`config.mk`:
```
export PLATFORM = sky130hd
export DESIGN_NAME = ps2_keyboard_controller_unit
export DESIGN_NICKNAME = d
export VERILOG_FILES = /design/src/ps2kc_pkg.sv /design/src/ps2kc_ram.sv /design/src/ps2kc_queue.sv /design/src/ps2kc_ctrl.sv /design/src/ps2_keyboard_controller_unit.sv
export VERILOG_INCLUDE_DIRS = /design/src /design/src/src
export SDC_FILE = /design/constraint.sdc
export NUM_CORES = 1
export LEC_CHECK = 0
export BUFFER_PORTS_ARGS = -buffer_cell sky130_fd_sc_hd__buf_4
export CORE_UTILIZATION = 45
export DETAILED_ROUTE_END_ITERATION = 7
export GPL_ROUTABILITY_DRIVEN = 0
export PLACE_DENSITY_LB_ADDON = 0.15
export REMOVE_ABC_BUFFERS = 1
export SLEW_MARGIN = 25
export SYNTH_ARGS = -nofsm -noshare
export SYNTH_HDL_FRONTEND = slang
export SYNTH_SLANG_ARGS = --single-unit
```
`constraint.sdc`:
```
create_clock -name i_clk -period 5.4 [get_ports i_clk]
set_input_delay 0.54 -clock i_clk [delete_from_list [all_inputs] [get_ports i_clk]]
set_output_delay 0.54 -clock i_clk [all_outputs]
set_load 0.05 [all_outputs]
```
`src/assert_macros.svh`:
```
// Assertion helpers used by the queue module.
// Both macros expect i_clk and i_rst_n in the using scope.
`ifndef ASSERT_MACROS_SVH
`define ASSERT_MACROS_SVH

// Check a property on every rising clock edge outside reset.
`define PS2KC_ASSERT(label, prop, msg) \
    label: assert property (@(posedge i_clk) disable iff (!i_rst_n) prop) \
        else $error(msg);

// Check that a condition implies a consequence on the same edge.
`define PS2KC_ASSERT_IMPL(label, ante, cons, msg) \
    label: assert property (@(posedge i_clk) disable iff (!i_rst_n) (ante) |-> (cons)) \
        else $error(msg);

`endif

```
`src/ps2kc_pkg.sv`:
```
`timescale 1ns / 1ps

package ps2kc_pkg;

    // Operation codes of an input transaction
    typedef enum logic [1:0] {
        OP_READ     = 2'd0,
        OP_WRITE    = 2'd1,
        OP_KBD_BYTE = 2'd2,
        OP_AUX_BYTE = 2'd3
    } t_op;

    // Target of the next data-port write
    typedef enum logic [1:0] {
        PEND_NONE    = 2'd0,
        PEND_CMD     = 2'd1,
        PEND_OUTPORT = 2'd2,
        PEND_AUX     = 2'd3
    } t_pend;

    // Device the written byte is sent toward
    typedef enum logic [1:0] {
        TGT_NONE = 2'd0,
        TGT_KBD  = 2'd1,
        TGT_AUX  = 2'd2
    } t_tgt;

    // Source of the read data in the output stage
    typedef enum logic [1:0] {
        RSEL_REG = 2'd0,
        RSEL_KBD = 2'd1,
        RSEL_AUX = 2'd2
    } t_rsel;

    // Port select values
    localparam logic PORT_DATA = 1'b0;
    localparam logic PORT_CMD  = 1'b1;

    // Controller commands
    localparam logic [7:0] CMD_READ_CB   = 8'h20;
    localparam logic [7:0] CMD_WRITE_CB  = 8'h60;
    localparam logic [7:0] CMD_AUX_TEST  = 8'ha9;
    localparam logic [7:0] CMD_AUX_DIS   = 8'ha7;
    localparam logic [7:0] CMD_AUX_EN    = 8'ha8;
    localparam logic [7:0] CMD_SELF_TEST = 8'haa;
    localparam logic [7:0] CMD_KBD_TEST  = 8'hab;
    localparam logic [7:0] CMD_KBD_DIS   = 8'had;
    localparam logic [7:0] CMD_KBD_EN    = 8'hae;
    localparam logic [7:0] CMD_READ_OP   = 8'hd0;
    localparam logic [7:0] CMD_WRITE_OP  = 8'hd1;
    localparam logic [7:0] CMD_WRITE_AUX = 8'hd4;
    localparam logic [7:0] CMD_OP_LO     = 8'hf0;
    localparam logic [7:0] CMD_OP_HI     = 8'hfd;
    localparam logic [7:0] CMD_PULSE     = 8'hfe;

    // Response bytes and masks
    localparam logic [7:0] SELF_TEST_OK = 8'h55;
    localparam logic [7:0] TEST_OK      = 8'h00;
    localparam logic [7:0] OP_KEEP_MASK = 8'h0d;
    localparam logic [7:0] NIBBLE_MASK  = 8'h0f;

    // Reset values
    localparam logic [7:0] CB_RESET = 8'h47;
    localparam logic [7:0] OP_RESET = 8'h02;

    // Command byte bit positions
    localparam int CB_KBD_IRQ = 0;
    localparam int CB_AUX_IRQ = 1;
    localparam int CB_SYS     = 2;
    localparam int CB_KBD_DIS = 4;
    localparam int CB_AUX_DIS = 5;
    localparam int CB_XLATE   = 6;

    // Output port bit carrying the A20 gate
    localparam int OP_A20 = 1;

    typedef struct packed {
        logic [1:0] operation;
        logic       port_select;
        logic [7:0] data_in;
    } t_in;

    typedef struct packed {
        logic [7:0] read_data;
        logic       irq_keyboard;
        logic       irq_auxiliary;
        logic       a20_gate;
        logic       translate_enable;
        logic [1:0] device_target;
        logic [7:0] device_byte;
        logic       reset_pulse;
    } t_out;

    // Queue request from the controller
    typedef struct packed {
        logic       push;
        logic       pop;
        logic [7:0] wdata;
    } t_qreq;

    // Queue occupancy seen by the controller
    typedef struct packed {
        logic empty;
        logic single;
        logic full;
    } t_qstat;

endpackage

```
`src/ps2kc_ram.sv`:
```
`timescale 1ns / 1ps

module ps2kc_ram #(
    parameter int WIDTH = 8,
    parameter int DEPTH = 16
) (
    input  logic                     i_clk,
    input  logic                     i_we,
    input  logic [$clog2(DEPTH)-1:0] i_waddr,
    input  logic [WIDTH-1:0]         i_wdata,
    input  logic                     i_re,
    input  logic [$clog2(DEPTH)-1:0] i_raddr,
    output logic [WIDTH-1:0]         o_rdata
);

    logic [WIDTH-1:0] r_mem [DEPTH];
    logic [WIDTH-1:0] r_rdata;

    // Write port
    always_ff @(posedge i_clk) begin
        if (i_we) begin
            r_mem[i_waddr] <= i_wdata;
        end
    end

    // Registered read, held until the next read
    always_ff @(posedge i_clk) begin
        if (i_re) begin
            r_rdata <= r_mem[i_raddr];
        end
    end

    assign o_rdata = r_rdata;

endmodule

```
`src/ps2kc_queue.sv`:
```
`timescale 1ns / 1ps
`include "assert_macros.svh"

module ps2kc_queue #(
    parameter int QUEUE_DEPTH = 16
) (
    input  logic              i_clk,
    input  logic              i_rst_n,
    input  ps2kc_pkg::t_qreq  i_req,
    output ps2kc_pkg::t_qstat o_stat,
    output logic [7:0]        o_rdata
);

    localparam int PW = $clog2(QUEUE_DEPTH);

    logic [PW-1:0] r_head;
    logic [PW-1:0] r_tail;
    logic [PW-1:0] n_head;
    logic [PW-1:0] n_tail;

    // Advance a pointer with wrap at the queue depth
    function automatic logic [PW-1:0] f_next(input logic [PW-1:0] p);
        if (p == PW'(QUEUE_DEPTH - 1)) begin
            return '0;
        end
        return p + PW'(1);
    endfunction

    // Occupancy flags from the pointers
    assign o_stat.empty  = (r_tail == r_head);
    assign o_stat.single = (r_tail == f_next(r_head));
    assign o_stat.full   = (f_next(r_tail) == r_head);

    // Advance pointers on push and pop
    always_comb begin
        n_head = i_req.pop  ? f_next(r_head) : r_head;
        n_tail = i_req.push ? f_next(r_tail) : r_tail;
    end

    always_ff @(posedge i_clk) begin
        if (!i_rst_n) begin
            r_head <= '0;
            r_tail <= '0;
        end else begin
            r_head <= n_head;
            r_tail <= n_tail;
        end
    end

    // Byte storage: push writes at the tail, pop reads at the head
    ps2kc_ram #(
        .WIDTH (8),
        .DEPTH (QUEUE_DEPTH)
    ) u_ram (
        .i_clk   (i_clk),
        .i_we    (i_req.push),
        .i_waddr (r_tail),
        .i_wdata (i_req.wdata),
        .i_re    (i_req.pop),
        .i_raddr (r_head),
        .o_rdata (o_rdata)
    );

    `PS2KC_ASSERT_IMPL(a_no_push_full, i_req.push, !o_stat.full, "push into a full queue")
    `PS2KC_ASSERT_IMPL(a_no_pop_empty, i_req.pop, !o_stat.empty, "pop from an empty queue")
    `PS2KC_ASSERT(a_ptr_range, (r_head < PW'(QUEUE_DEPTH - 1) || r_head == PW'(QUEUE_DEPTH - 1)) && (r_tail < PW'(QUEUE_DEPTH - 1) || r_tail == PW'(QUEUE_DEPTH - 1)), "queue pointer beyond depth")

endmodule

```
`src/ps2kc_ctrl.sv`:
```
`timescale 1ns / 1ps

module ps2kc_ctrl (
    input  logic               i_clk,
    input  logic               i_rst_n,
    input  logic               i_accept,
    input  ps2kc_pkg::t_in     i_item,
    input  ps2kc_pkg::t_qstat  i_kq,
    input  ps2kc_pkg::t_qstat  i_aq,
    output ps2kc_pkg::t_qreq   o_kreq,
    output ps2kc_pkg::t_qreq   o_areq,
    output ps2kc_pkg::t_out    o_res,
    output ps2kc_pkg::t_rsel   o_rsel
);

    logic [7:0]       r_ctl_byte;
    logic [7:0]       r_out_port;
    logic [7:0]       r_last_wr;
    ps2kc_pkg::t_pend r_pend;

    logic [7:0]       n_ctl_byte;
    logic [7:0]       n_out_port;
    logic [7:0]       n_last_wr;
    ps2kc_pkg::t_pend n_pend;

    ps2kc_pkg::t_qreq kreq;
    ps2kc_pkg::t_qreq areq;
    ps2kc_pkg::t_tgt  tgt;
    logic [7:0]       rbyte;
    logic [7:0]       dbyte;
    logic [7:0]       status;
    logic             pulse;
    logic             k_ne;
    logic             a_ne;
    logic [7:0]       d;

    assign d = i_item.data_in;

    // Status byte from the state before this transaction
    always_comb begin
        status                   = '0;
        status[0]                = !i_kq.empty || !i_aq.empty;
        status[ps2kc_pkg::CB_SYS] = r_ctl_byte[ps2kc_pkg::CB_SYS];
        status[3]                = 1'b1;  // a status read always marks the command port
        status[5]                = i_kq.empty && !i_aq.empty;
    end

    // Decode the transaction and form the next state
    always_comb begin
        n_ctl_byte = r_ctl_byte;
        n_out_port = r_out_port;
        n_last_wr  = r_last_wr;
        n_pend     = r_pend;
        kreq       = '0;
        areq       = '0;
        tgt        = ps2kc_pkg::TGT_NONE;
        rbyte      = '0;
        dbyte      = '0;
        pulse      = 1'b0;
        o_rsel     = ps2kc_pkg::RSEL_REG;
        kreq.wdata = d;
        areq.wdata = d;

        case (ps2kc_pkg::t_op'(i_item.operation))
            ps2kc_pkg::OP_READ: begin
                if (i_item.port_select == ps2kc_pkg::PORT_CMD) begin
                    rbyte = status;
                end else if (!i_kq.empty) begin
                    kreq.pop = 1'b1;
                    o_rsel   = ps2kc_pkg::RSEL_KBD;
                end else if (!i_aq.empty) begin
                    areq.pop = 1'b1;
                    o_rsel   = ps2kc_pkg::RSEL_AUX;
                end else begin
                    rbyte = r_last_wr;
                end
            end
            ps2kc_pkg::OP_WRITE: begin
                if (i_item.port_select == ps2kc_pkg::PORT_CMD) begin
                    case (d)
                        ps2kc_pkg::CMD_READ_CB: begin
                            kreq.push  = !i_kq.full;
                            kreq.wdata = r_ctl_byte;
                        end
                        ps2kc_pkg::CMD_WRITE_CB:  n_pend = ps2kc_pkg::PEND_CMD;
                        ps2kc_pkg::CMD_READ_OP: begin
                            kreq.push  = !i_kq.full;
                            kreq.wdata = r_out_port;
                        end
                        ps2kc_pkg::CMD_WRITE_OP:  n_pend = ps2kc_pkg::PEND_OUTPORT;
                        ps2kc_pkg::CMD_SELF_TEST: begin
                            kreq.push  = !i_kq.full;
                            kreq.wdata = ps2kc_pkg::SELF_TEST_OK;
                        end
                        ps2kc_pkg::CMD_KBD_TEST, ps2kc_pkg::CMD_AUX_TEST: begin
                            kreq.push  = !i_kq.full;
                            kreq.wdata = ps2kc_pkg::TEST_OK;
                        end
                        ps2kc_pkg::CMD_KBD_DIS:
                            n_ctl_byte[ps2kc_pkg::CB_KBD_DIS] = 1'b1;
                        ps2kc_pkg::CMD_KBD_EN:
                            n_ctl_byte[ps2kc_pkg::CB_KBD_DIS] = 1'b0;
                        ps2kc_pkg::CMD_AUX_DIS:
                            n_ctl_byte[ps2kc_pkg::CB_AUX_DIS] = 1'b1;
                        ps2kc_pkg::CMD_AUX_EN:
                            n_ctl_byte[ps2kc_pkg::CB_AUX_DIS] = 1'b0;
                        ps2kc_pkg::CMD_WRITE_AUX: n_pend = ps2kc_pkg::PEND_AUX;
                        ps2kc_pkg::CMD_PULSE:     pulse  = 1'b1;
                        default: begin
                            // OR the command's low nibble into the port, bit 1 replaced, high nibble cleared
                            if (d inside {[ps2kc_pkg::CMD_OP_LO:ps2kc_pkg::CMD_OP_HI]}) begin
                                n_out_port = (r_out_port & ps2kc_pkg::OP_KEEP_MASK)
                                           | (d & ps2kc_pkg::NIBBLE_MASK);
                            end
                        end
                    endcase
                end else begin
                    case (r_pend)
                        ps2kc_pkg::PEND_CMD:     n_ctl_byte = d;
                        ps2kc_pkg::PEND_OUTPORT: n_out_port = d;
                        ps2kc_pkg::PEND_AUX: begin
                            if (!r_ctl_byte[ps2kc_pkg::CB_AUX_DIS]) begin
                                tgt   = ps2kc_pkg::TGT_AUX;
                                dbyte = d;
                            end
                        end
                        default: begin
                            n_last_wr = d;
                            tgt       = ps2kc_pkg::TGT_KBD;
                            dbyte     = d;
                        end
                    endcase
                    n_pend = ps2kc_pkg::PEND_NONE;
                end
            end
            ps2kc_pkg::OP_KBD_BYTE: begin
                kreq.push = !i_kq.full;
            end
            ps2kc_pkg::OP_AUX_BYTE: begin
                areq.push = !i_aq.full && !r_ctl_byte[ps2kc_pkg::CB_AUX_DIS];
            end
            default: ;
        endcase
    end

    // Drive queue requests only for an accepted transaction
    always_comb begin
        o_kreq      = kreq;
        o_areq      = areq;
        o_kreq.push = kreq.push && i_accept;
        o_kreq.pop  = kreq.pop  && i_accept;
        o_areq.push = areq.push && i_accept;
        o_areq.pop  = areq.pop  && i_accept;
    end

    // Queue occupancy after this transaction
    assign k_ne = kreq.push || (!i_kq.empty && !(kreq.pop && i_kq.single));
    assign a_ne = areq.push || (!i_aq.empty && !(areq.pop && i_aq.single));

    // Form the result fields
    always_comb begin
        o_res                  = '0;
        o_res.read_data        = rbyte;
        o_res.a20_gate         = n_out_port[ps2kc_pkg::OP_A20];
        o_res.translate_enable = n_ctl_byte[ps2kc_pkg::CB_XLATE];
        o_res.device_target    = tgt;
        o_res.device_byte      = dbyte;
        o_res.reset_pulse      = pulse;
        if (k_ne) begin
            o_res.irq_keyboard = n_ctl_byte[ps2kc_pkg::CB_KBD_IRQ]
                              && !n_ctl_byte[ps2kc_pkg::CB_KBD_DIS];
        end else if (a_ne) begin
            o_res.irq_auxiliary = n_ctl_byte[ps2kc_pkg::CB_AUX_IRQ];
        end
    end

    // Hold controller state, update on accept
    always_ff @(posedge i_clk) begin
        if (!i_rst_n) begin
            r_ctl_byte <= ps2kc_pkg::CB_RESET;
            r_out_port <= ps2kc_pkg::OP_RESET;
            r_last_wr  <= '0;
            r_pend     <= ps2kc_pkg::PEND_NONE;
        end else if (i_accept) begin
            r_ctl_byte <= n_ctl_byte;
            r_out_port <= n_out_port;
            r_last_wr  <= n_last_wr;
            r_pend     <= n_pend;
        end
    end

endmodule

```
`src/ps2_keyboard_controller_unit.sv`:
```
`timescale 1ns / 1ps
// Channel   Direction  Handshake                   Payload
// input     in         i_in_valid / o_in_ready     i_in  (ps2kc_pkg::t_in)
// result    out        o_out_valid / i_out_ready   o_out (ps2kc_pkg::t_out)
//
// One transaction per cycle unless the result stalls; a result is
// registered, output the cycle after its input. Queue reads are registered;
// a data read pops on accept and its byte shows up with the result register.
// Reset is synchronous and active low; queues start empty, no clearing pass.
// A stalled result holds; input is taken in the same cycle the result leaves.

module ps2_keyboard_controller_unit #(
    parameter int QUEUE_DEPTH = 16
) (
    input  logic            i_clk,
    input  logic            i_rst_n,
    input  logic            i_in_valid,
    output logic            o_in_ready,
    input  ps2kc_pkg::t_in  i_in,
    output logic            o_out_valid,
    input  logic            i_out_ready,
    output ps2kc_pkg::t_out o_out
);

    logic              accept;
    ps2kc_pkg::t_qreq  kreq;
    ps2kc_pkg::t_qreq  areq;
    ps2kc_pkg::t_qstat kstat;
    ps2kc_pkg::t_qstat astat;
    logic [7:0]        k_rdata;
    logic [7:0]        a_rdata;
    ps2kc_pkg::t_out   res;
    ps2kc_pkg::t_rsel  rsel;

    logic              r_out_valid;
    ps2kc_pkg::t_out   r_res;
    ps2kc_pkg::t_rsel  r_rsel;

    assign o_in_ready = !r_out_valid || i_out_ready;
    assign accept     = i_in_valid && o_in_ready;

    ps2kc_ctrl u_ctrl (
        .i_clk    (i_clk),
        .i_rst_n  (i_rst_n),
        .i_accept (accept),
        .i_item   (i_in),
        .i_kq     (kstat),
        .i_aq     (astat),
        .o_kreq   (kreq),
        .o_areq   (areq),
        .o_res    (res),
        .o_rsel   (rsel)
    );

    ps2kc_queue #(
        .QUEUE_DEPTH (QUEUE_DEPTH)
    ) u_kbd_q (
        .i_clk   (i_clk),
        .i_rst_n (i_rst_n),
        .i_req   (kreq),
        .o_stat  (kstat),
        .o_rdata (k_rdata)
    );

    ps2kc_queue #(
        .QUEUE_DEPTH (QUEUE_DEPTH)
    ) u_aux_q (
        .i_clk   (i_clk),
        .i_rst_n (i_rst_n),
        .i_req   (areq),
        .o_stat  (astat),
        .o_rdata (a_rdata)
    );

    // Result valid: set on accept, drop when taken
    always_ff @(posedge i_clk) begin
        if (!i_rst_n) begin
            r_out_valid <= 1'b0;
        end else begin
            r_out_valid <= accept || (r_out_valid && !i_out_ready);
        end
    end

    // Result payload and read source
    always_ff @(posedge i_clk) begin
        if (accept) begin
            r_res  <= res;
            r_rsel <= rsel;
        end
    end

    // Pick read data from the queue memory or the registered byte
    always_comb begin
        o_out = r_res;
        case (r_rsel)
            ps2kc_pkg::RSEL_KBD: o_out.read_data = k_rdata;
            ps2kc_pkg::RSEL_AUX: o_out.read_data = a_rdata;
            default:             o_out.read_data = r_res.read_data;
        endcase
    end

    assign o_out_valid = r_out_valid;

endmodule

```
After elaboration in Yosys (flattened, before gate mapping)
Memory sizes are Yosys's and may differ from the RTL's. A register that Yosys moved wholly into a read port is not among the register bits.
Index checks and enable logic that the tools add are counted.
Storage, ports and cells
  flip-flop bits (word level): 68
  memory bits (writable): 256
  bits of input ports: 15
  output and inout port bits: 25
  logic and storage cells: 177
  memories kept: 2
Memory list
  u_aux_q.u_ram.r_mem: depth 16, bits a word 8, rd ports 1, clocked after memory_dff 1, write ports 1, line ps2kc_ram.sv:16  | logic [WIDTH-1:0] r_mem [DEPTH];
  u_kbd_q.u_ram.r_mem: depth 16, bits a word 8, rd ports 1, clocked after memory_dff 1, write ports 1, line ps2kc_ram.sv:16
Operators by class
  add/sub/neg operators: 4
  order comparisons: 2
  equal/unequal tests: 35
  muxes and demuxes: 55
  bitwise operators: 8
  reductions and logical operators: 48
Operators by type and width (count)
  $eq 8x8->1 const B: 11
  $mux 8: 7
  $mux 4: 9
  $pmux 8 s2: 2
  $pmux 8 s4: 1
  $eq 4x4->1: 6
  $mux 1: 21
  $mux 6: 3
  $add 4x1->4 const B: 4
  $eq 4x4->1 const B: 4
  $logic_and 1x1->1: 14
  $mux 7: 2
  $reduce_or 13->1: 1
  $reduce_and 4->1: 3
  $eq 2x2->1 const B: 5
  $logic_not 1->1: 10
  $mux 2: 5
  $reduce_or 2->1: 5
  $eq 8x6->1 const B: 1
  $eq 8x7->1 const B: 1
  $ge 8x8->1 const B: 1
  $le 8x8->1 const B: 1
  $not 1->1: 7
  $eq 2x1->1 const B: 3
  other kinds (17): 25

Longest topological paths before layout
Gate-level depths: netlist (run 1).
  depth after elaboration: 11
  gate-level depth with buffers: 10

Cells and area by module
A second synthesis (run 1) with hierarchy kept.
Second synthesis, totals
  cells, all modules: 906
  area total of the unflattened synthesis: 14700.3 µm²
Modules (own cells, without submodules)
  ps2kc_ram: instances 2, cells each 229, area each 5227.5 µm², sequential area each 4083.9 µm²
  ps2kc_ctrl: instances 1, cells each 256, area each 2019.4 µm², sequential area each 520.5 µm²
  ps2kc_queue: instances 2, cells each 58, area each 559.3 µm², sequential area each 160.2 µm²
  ps2_keyboard_controller_unit: instances 1, cells each 76, area each 1107.3 µm², sequential area each 770.7 µm²

Worst setup path before layout (run 1)
No wires, ideal clock.
  kind: input to register
  start point: in i_out_ready
  end point: reg u_ctrl.r_ctl_byte[0]
  setup time: 140 ps
  data arrival time: 2877 ps
  required time: 5260 ps
  setup slack: 2383 ps
  stages: 7
  cells stage by stage: nand2b_1 -> nand2_1 -> inv_1 -> clkbuf_1 -> nand2_1 -> nand2_1 -> o211ai_1
On the way
  word-level cells in the longest chain between the ends: 2
Ends and longest elaborated chain
  start: declaration: line ps2_keyboard_controller_unit.sv:21  | input logic i_out_ready,
  $logic_or 1x1->1: line ps2_keyboard_controller_unit.sv:39  | assign o_in_ready = !r_out_valid || i_out_ready;
  $logic_and 1x1->1: line ps2_keyboard_controller_unit.sv:40  | assign accept = i_in_valid && o_in_ready;
  via accept: line ps2_keyboard_controller_unit.sv:25  | logic accept;
  end signal: assignment: line ps2kc_ctrl.sv:180  | r_ctl_byte <= ps2kc_pkg::CB_RESET;
  end signal: assignment: line ps2kc_ctrl.sv:185  | r_ctl_byte <= n_ctl_byte;
  end: declaration: line ps2kc_ctrl.sv:16  | logic [7:0] r_ctl_byte;
The timed path passes the listed nets, and every way through them passes these cells.
A chain may end at the register's enable or synchronous reset.

Worst setup path in the final report (run 1)
  start point: reg u_aux_q.r_head[2]
  end point: mem u_aux_q.u_ram.r_mem[3][0], enable pin
On the way
  word-level cells in the longest chain between the ends: 7
Ends and longest elaborated chain
  start: declaration: line ps2kc_queue.sv:16  | logic [PW-1:0] r_head;
  start signal: assignment: line ps2kc_queue.sv:45  | r_head <= n_head;
  $eq 4x4->1: line ps2kc_queue.sv:32  | assign o_stat.full = (f_next(r_tail) == r_head);
  $logic_not 1->1: line ps2kc_ctrl.sv:140  | areq.push = !i_aq.full && !r_ctl_byte[ps2kc_pkg::CB_AUX_DIS];
  $logic_and 1x1->1: line ps2kc_ctrl.sv:140
  $mux 1: line ps2kc_ctrl.sv:64  | case (ps2kc_pkg::t_op'(i_item.operation))
  $logic_and 1x1->1: line ps2kc_ctrl.sv:152  | o_areq.push = areq.push && i_accept;
  $mux 1: line ps2kc_ram.sv:21  | if (i_we) begin
  $mux 1 (implied by the code): line ps2kc_ram.sv:22  | r_mem[i_waddr] <= i_wdata;
  end: declaration: line ps2kc_ram.sv:16
Every way passes these cells.

==> results of run 1 <==
[state kept, by name, indices dropped and copies added (netlist names)]
| signal | cells |
|---|---|
| o_out | 15 |
| u_aux_q.u_ram.r_mem | 128 |
| o_out_valid | 1 |
| u_aux_q.r_head | 4 |
| u_kbd_q.r_tail | 4 |
| r_res | 8 |
| u_ctrl.r_pend | 2 |
| u_ctrl.r_out_port | 8 |
| r_rsel | 2 |
| u_kbd_q.r_head | 4 |
| u_aux_q.r_tail | 4 |
| u_ctrl.r_ctl_byte | 8 |
| u_aux_q.u_ram.o_rdata | 8 |
| u_kbd_q.u_ram.o_rdata | 8 |
| u_kbd_q.u_ram.r_mem | 128 |
| u_ctrl.r_last_wr | 8 |
[through the flow]
stage,util,cell area [um^2],worst slack [ns]
4_1_cts,0.508,16000,1.90
3_3_place_gp,0.473,14900,1.98
6_report,0.509,16100,2.13
5_1_grt,0.509,16100,1.87
2_1_floorplan,-,14100,1.27
3_5_place_dp,0.473,14900,1.75
[power groups by stage]
| stage | clock network [mW] | registers (mW) | logic (mW) |
|---|---|---|---|
| after global routing | 2.52 | 2.88 | 0.250 |
| after floorplan | 0 | 2.96 | 0.102 |
| after detailed placement | 0 | 2.94 | 0.232 |
| after global placement | 0 | 2.94 | 0.228 |
| after CTS | 2.42 | 2.88 | 0.233 |
| final | 2.37 | 2.88 | 0.235 |
[cell type report]
| cell class | instances | share of cell area |
|---|---|---|
| Inverter | 14 | 0.00327 |
| Sequential cell | 340 | 0.609 |
| Multi-Input combinational cell | 450 | 0.265 |
| Tap cell | 402 | 0.0313 |
| Antenna cell | 1 | 0.000156 |
| Timing Repair Buffer | 45 | 0.0210 |
| Clock inverter | 16 | 0.00989 |
| Clock buffer | 46 | 0.0603 |
[routing by layer]
metal	part of all wire	wire (um)	global-route usage
met1	0.47	15700	0.325
met2	0.43	14300	0.291
met3	0.074	2430	0.0425
met4	0.018	582	0.0492
met5	0.00030	10	0
[logic make-up after synthesis]
logic type / after synthesis
mux: 101
simple gates: 205
compound gates: 100
fa+ha+maj: 17
xor+xnor: 27
buf+inv: 83
flops: 340
[worst max-delay path, delay by kind of cell (launching register included)]
kind            cells  cell delay [ns]
simple gates        3             0.88
compound gates      1             0.62
flops               1             0.80
xor+xnor            2             0.59
[path summary, 6_finish.rpt]
| path | startpoint | endpoint |
|---|---|---|
| setup / recovery | u_aux_q.r_head[2] | u_aux_q.u_ram.r_mem[3][0] |
| hold / removal | i_in_valid | o_out_valid |
| setup reg to reg | u_aux_q.r_head[2] | u_aux_q.u_ram.r_mem[3][0] |
| hold reg to reg | u_ctrl.r_ctl_byte[3] | u_ctrl.r_ctl_byte[3] |
[Yosys cell counts (6+ instances only)]
master / count / area (um^2)
clkbuf_1: 37 / 139
xnor2_1: 11 / 96.3
and2_1: 15 / 93.8
nand3_1: 15 / 75.1
inv_1: 12 / 45.0
edfxtp_1: 297 / 8920
and3_1: 38 / 238
a31oi_1: 12 / 75.1
a21oi_1: 19 / 95.1
o21ai_1: 7 / 35.0
nor2b_1: 10 / 62.6
a22oi_1: 21 / 158
xor2_1: 16 / 140
a21o_1: 7 / 52.6
nor2_1: 43 / 161
nor3_1: 6 / 30.0
nand2b_1: 9 / 56.3
mux4_2: 80 / 1800
o21ai_0: 14 / 70.1
buf_2: 12 / 60.1
ha_1: 17 / 213
dfxtp_1: 43 / 861
nand2_1: 46 / 173
buf_4: 15 / 113
mux2i_1: 19 / 190
==> results.cfg, run 1 <==
[clock_tree]
post_cts_buffers = 0
clk_pin_slew_ns = 0.06
cts_resized = 0
htreeDepth = 2
cts.sinks = 340
cts_tree = built
clk_latency_ns = 0.51
cts_buffer_depth = 3
cts_buffers = 35
ctsHoldBuffers = 0
root_buffer = clkbuf_16

[routing]
drt-pass1-iter-count = 7
drc_errors = 0
first_iter_violations = 996
routed_wl_mm = 33.0
wl_per_cell_um = 25.1
viasPerCell = 6.02
vias = 7908
postRouteAntennaNets = 0

[timing]
tightest_slew_ns = 1.06
setup_viol = 0
finalHoldWorstSlack_ns = 0.305
drv_slew = 0
final_hold_viol_count = 0
relSlewSlack = 0.292
fin_worst_skew_ns = 0.0104
fmax_mhz = 306
rsz0062_at_grt = false
setup_tns_ns = 0
period_share = 0.605
finalCriticalPeriod_ns = 3.27

[pwr]
intPower_mw = 4.35
p_clk_frac = 0.432
p_seq_frac = 0.525
finalPower_mw = 5.49
powerDensity_nw_per_um2 = 342
switching_share = 0.208
peakVddDrop_mv = 0.154
p_leak_nw = 5.42
power_frac_comb = 0.043
power.switching_mw = 1.14

[floorplan]
die_area_um2 = 32800
rows = 65
initial_core_util = 0.457
dieHeight_um = 181
fp.dieW_um = 181
ios = 40
core_um2 = 31600

[place]
port_buffers = 39
dpl.cell_count = 1251
dp_hpwl_mm = 21.7

[job]
max_cap_violations = 0

[synth]
synth-simple-area-share = 0.0765
synth_cell_type_count = 62
synth_area_um2 = 14400
seq_area_frac_synth = 0.678
syn_area_per_cell_um2 = 16.5
ys_warn_count = 0
netlist_instances = 873
synthArstFlopShare = 0
synthAdderAreaFrac = 0.0148
synth_mux_area_frac = 0.140
synth_top_flop_cell = edfxtp_1
yosys_register_bits = 340
synth_top_family_by_area = multiplexers
synth-xor-area-share = 0.0164
synth_edf_count = 297
synth_compound_area_frac = 0.0461

[critical_path]
regToRegSetupSlack_ns = 2.13
path_common_cell = xor2_1
slowest_stage = dfxtp_1
crit_required_ns = 5.54
cp-start-kind = flop
crit_chain = xor2_1, xor2_1, nor3_1, a211oi_4, nand2_1, nor3_2
max_stage_delay_ns = 0.80
arrival_ns = 3.41
cp-end-kind = flop
crit_type = flop to flop
reg2regPathDepth = 6
worstPathMaxFanout = 22

[finish]
layout_commonest_cell = edfxtp_1
multiInputGateArea_um2 = 4270
finish.net_count = 918
fin_cells = 1314
layout-drive-gt1-share = 0.215
mostFrequentLayoutCells = edfxtp_1, mux4_2, nand2_1
area_growth_pct = 11.5
register_area_um2 = 9780
nFillCells = 2554

[global_route]
overflow = 0
grt_max_degree = 40
grt_pass1_vias = 7617
antenna_found_initial = 5
grt_pass1_wl_mm = 49.6
grtUsageTotal = 0.206

[status]
status = finished, final reports clean

[worst_hold_path]
hold_depth = 3
min-delay-path-class = primary input to flop
(Power assumes the default switching activity.)
==> run 2: changes to the inputs <==
==> constraint.sdc (replaced) <==
create_clock -name i_clk -period 2.95 [get_ports i_clk]
set_input_delay 0.295 -clock i_clk [delete_from_list [all_inputs] [get_ports i_clk]]
set_output_delay 0.295 -clock i_clk [all_outputs]
set_load 0.05 [all_outputs]
==> run 2 against run 1 <==
Core utilization increased by 1.0 points. Wire length increased by 6.9%. Non-clock buffer count increased by 34. Critical path depth increased by 1. First-iteration DRC count decreased by 5.7%. Register-to-register slack got worse by 1.9 ns. Clock skew increased by 0.010 ns. Critical endpoint is now u_kbd_q.u_ram.r_mem[12][5]. Largest power group unchanged.
==> results.cfg, run 2 (synthesis gave the netlist of run 1 again) <==
[status]
status = finished, final reports clean

[critical_path]
arrival_ns = 2.90
cp-start-kind = flop
worstPathMaxFanout = 19
max_stage_delay_ns = 0.44
cp-end-kind = flop
slowest_stage = and3_1
cp.buffers_inverters = 0
worst-path-stages = 7
critPathTopFamily = simple AND/OR/NAND/NOR gates
crit_chain = ha_1, a21o_1, a21oi_1, xor2_1, o21ba_4, and2_4, and3_1
crit_required_ns = 3.12
reg2regPathDepth = 7
crit_type = flop to flop

[global_route]
grt_pass1_wl_mm = 52.8
grtUsageTotal = 0.218
overflow = 0
antenna_found_initial = 0
grt_max_degree = 38
grt_pass1_vias = 8073

[routing]
top_layer = met4
met3_length_mm = 2.07
wl_met1_mm = 15.6
wl_met2_mm = 17.0
viasPerCell = 5.97
routed_wl_mm = 35.3
drt-pass1-iter-count = 5
vias = 8077
drc_errors = 0
postRouteAntennaNets = 0
first_iter_violations = 939
wl_per_cell_um = 26.1

[finish]
layout_commonest_cell = edfxtp_1
area_growth_pct = 13.7
mostFrequentLayoutCells = edfxtp_1, mux4_2, buf_4
layout-drive-gt1-share = 0.240
diodes = 0
finish.net_count = 954
nFillCells = 2539
register_area_um2 = 9780
multiInputGateArea_um2 = 4240
utilization = 0.520

[clock_tree]
cts_buffers = 37
htreeDepth = 2
clk_latency_ns = 0.52
root_buffer = clkbuf_16
post_cts_buffers = 0
cts_resized = 0
clk_pin_slew_ns = 0.06
cts_tree = built
ctsHoldBuffers = 0
cts.sinks = 340
cts_buffer_depth = 3

[place]
port_buffers = 39
pre_cts_ws_ns = 0.0387
dp_hpwl_mm = 23.4

[floorplan]
ios = 40
initial_core_util = 0.457
dieHeight_um = 181
core_um2 = 31600
die_area_um2 = 32800
rows = 65
fp.dieW_um = 181

[pwr]
peakVddDrop_mv = 0.357
p_leak_nw = 5.62
powerDensity_nw_per_um2 = 628

[timing]
post-route-worst-setup-slack_ns = 0.215
rsz0062_at_grt = false
drv_slew = 0
final_hold_viol_count = 0
finalCriticalPeriod_ns = 2.73
fmax_mhz = 366
tightest_slew_ns = 0.759
fin_worst_skew_ns = 0.0204
relSlewSlack = 0.494
setup_viol = 0
period_share = 0.927
setup_tns_ns = 0

[worst_hold_path]
hold_depth = 3
min-delay-path-class = primary input to flop

[job]
max_cap_violations = 0
run 2: worst register-to-register path: stages (launching register included):
cell and delay [ns]:
dfxtp_1 0.42, ha_1 0.37, a21o_1 0.20, a21oi_1 0.28, xor2_1 0.23, o21ba_4 0.16, and2_4 0.29, and3_1 0.45
run 2: final timing paths:
check / startpoint / endpoint / slack, ns
max: u_kbd_q.r_tail[0] / u_kbd_q.u_ram.r_mem[12][5] / 0.22
min: i_in_valid / o_out_valid / 0.05
max reg2reg: u_kbd_q.r_tail[0] / u_kbd_q.u_ram.r_mem[12][5] / 0.22
min reg2reg: u_ctrl.r_ctl_byte[7] / u_ctrl.r_ctl_byte[7] / 0.46
run 2: metrics by stage:
step	hold WS (ns)	area [um^2]	std cells	power [mW]
floorplan	0.367	14100	804	5.61
global placement	0.446	15200	1285	5.85
detailed placement	0.451	15200	1285	5.86
CTS	0.0439	16400	1352	10.4
global route	0.0588	16400	1352	10.6
finish	0.0541	16400	1352	10.3
run 2: cell type report:
class | instances | area share
clock inverter | 23 | 0.0143
inverter | 14 | 0.00320
multi-input combinational | 450 | 0.258
sequential | 340 | 0.596
tap | 402 | 0.0307
timing repair buffer | 79 | 0.0384
clock buffer | 44 | 0.0587
run 2: report_power, final:
group          switching (mW)  total (mW)  internal [mW]  leakage (nW)
combinational           0.337       0.474          0.137          2.00
clock                    1.86        4.55           2.70         0.575
sequential             0.0190        5.28           5.26          3.04
total                    2.21        10.3           8.09          5.62
run 2: routing by layer:
metal  vias to the layer above  global-route usage
li1                       3500                   -
met1                      4183               0.316
met2                       350               0.353
met3                        44              0.0296
met4                         0              0.0488
met5                         -                   0
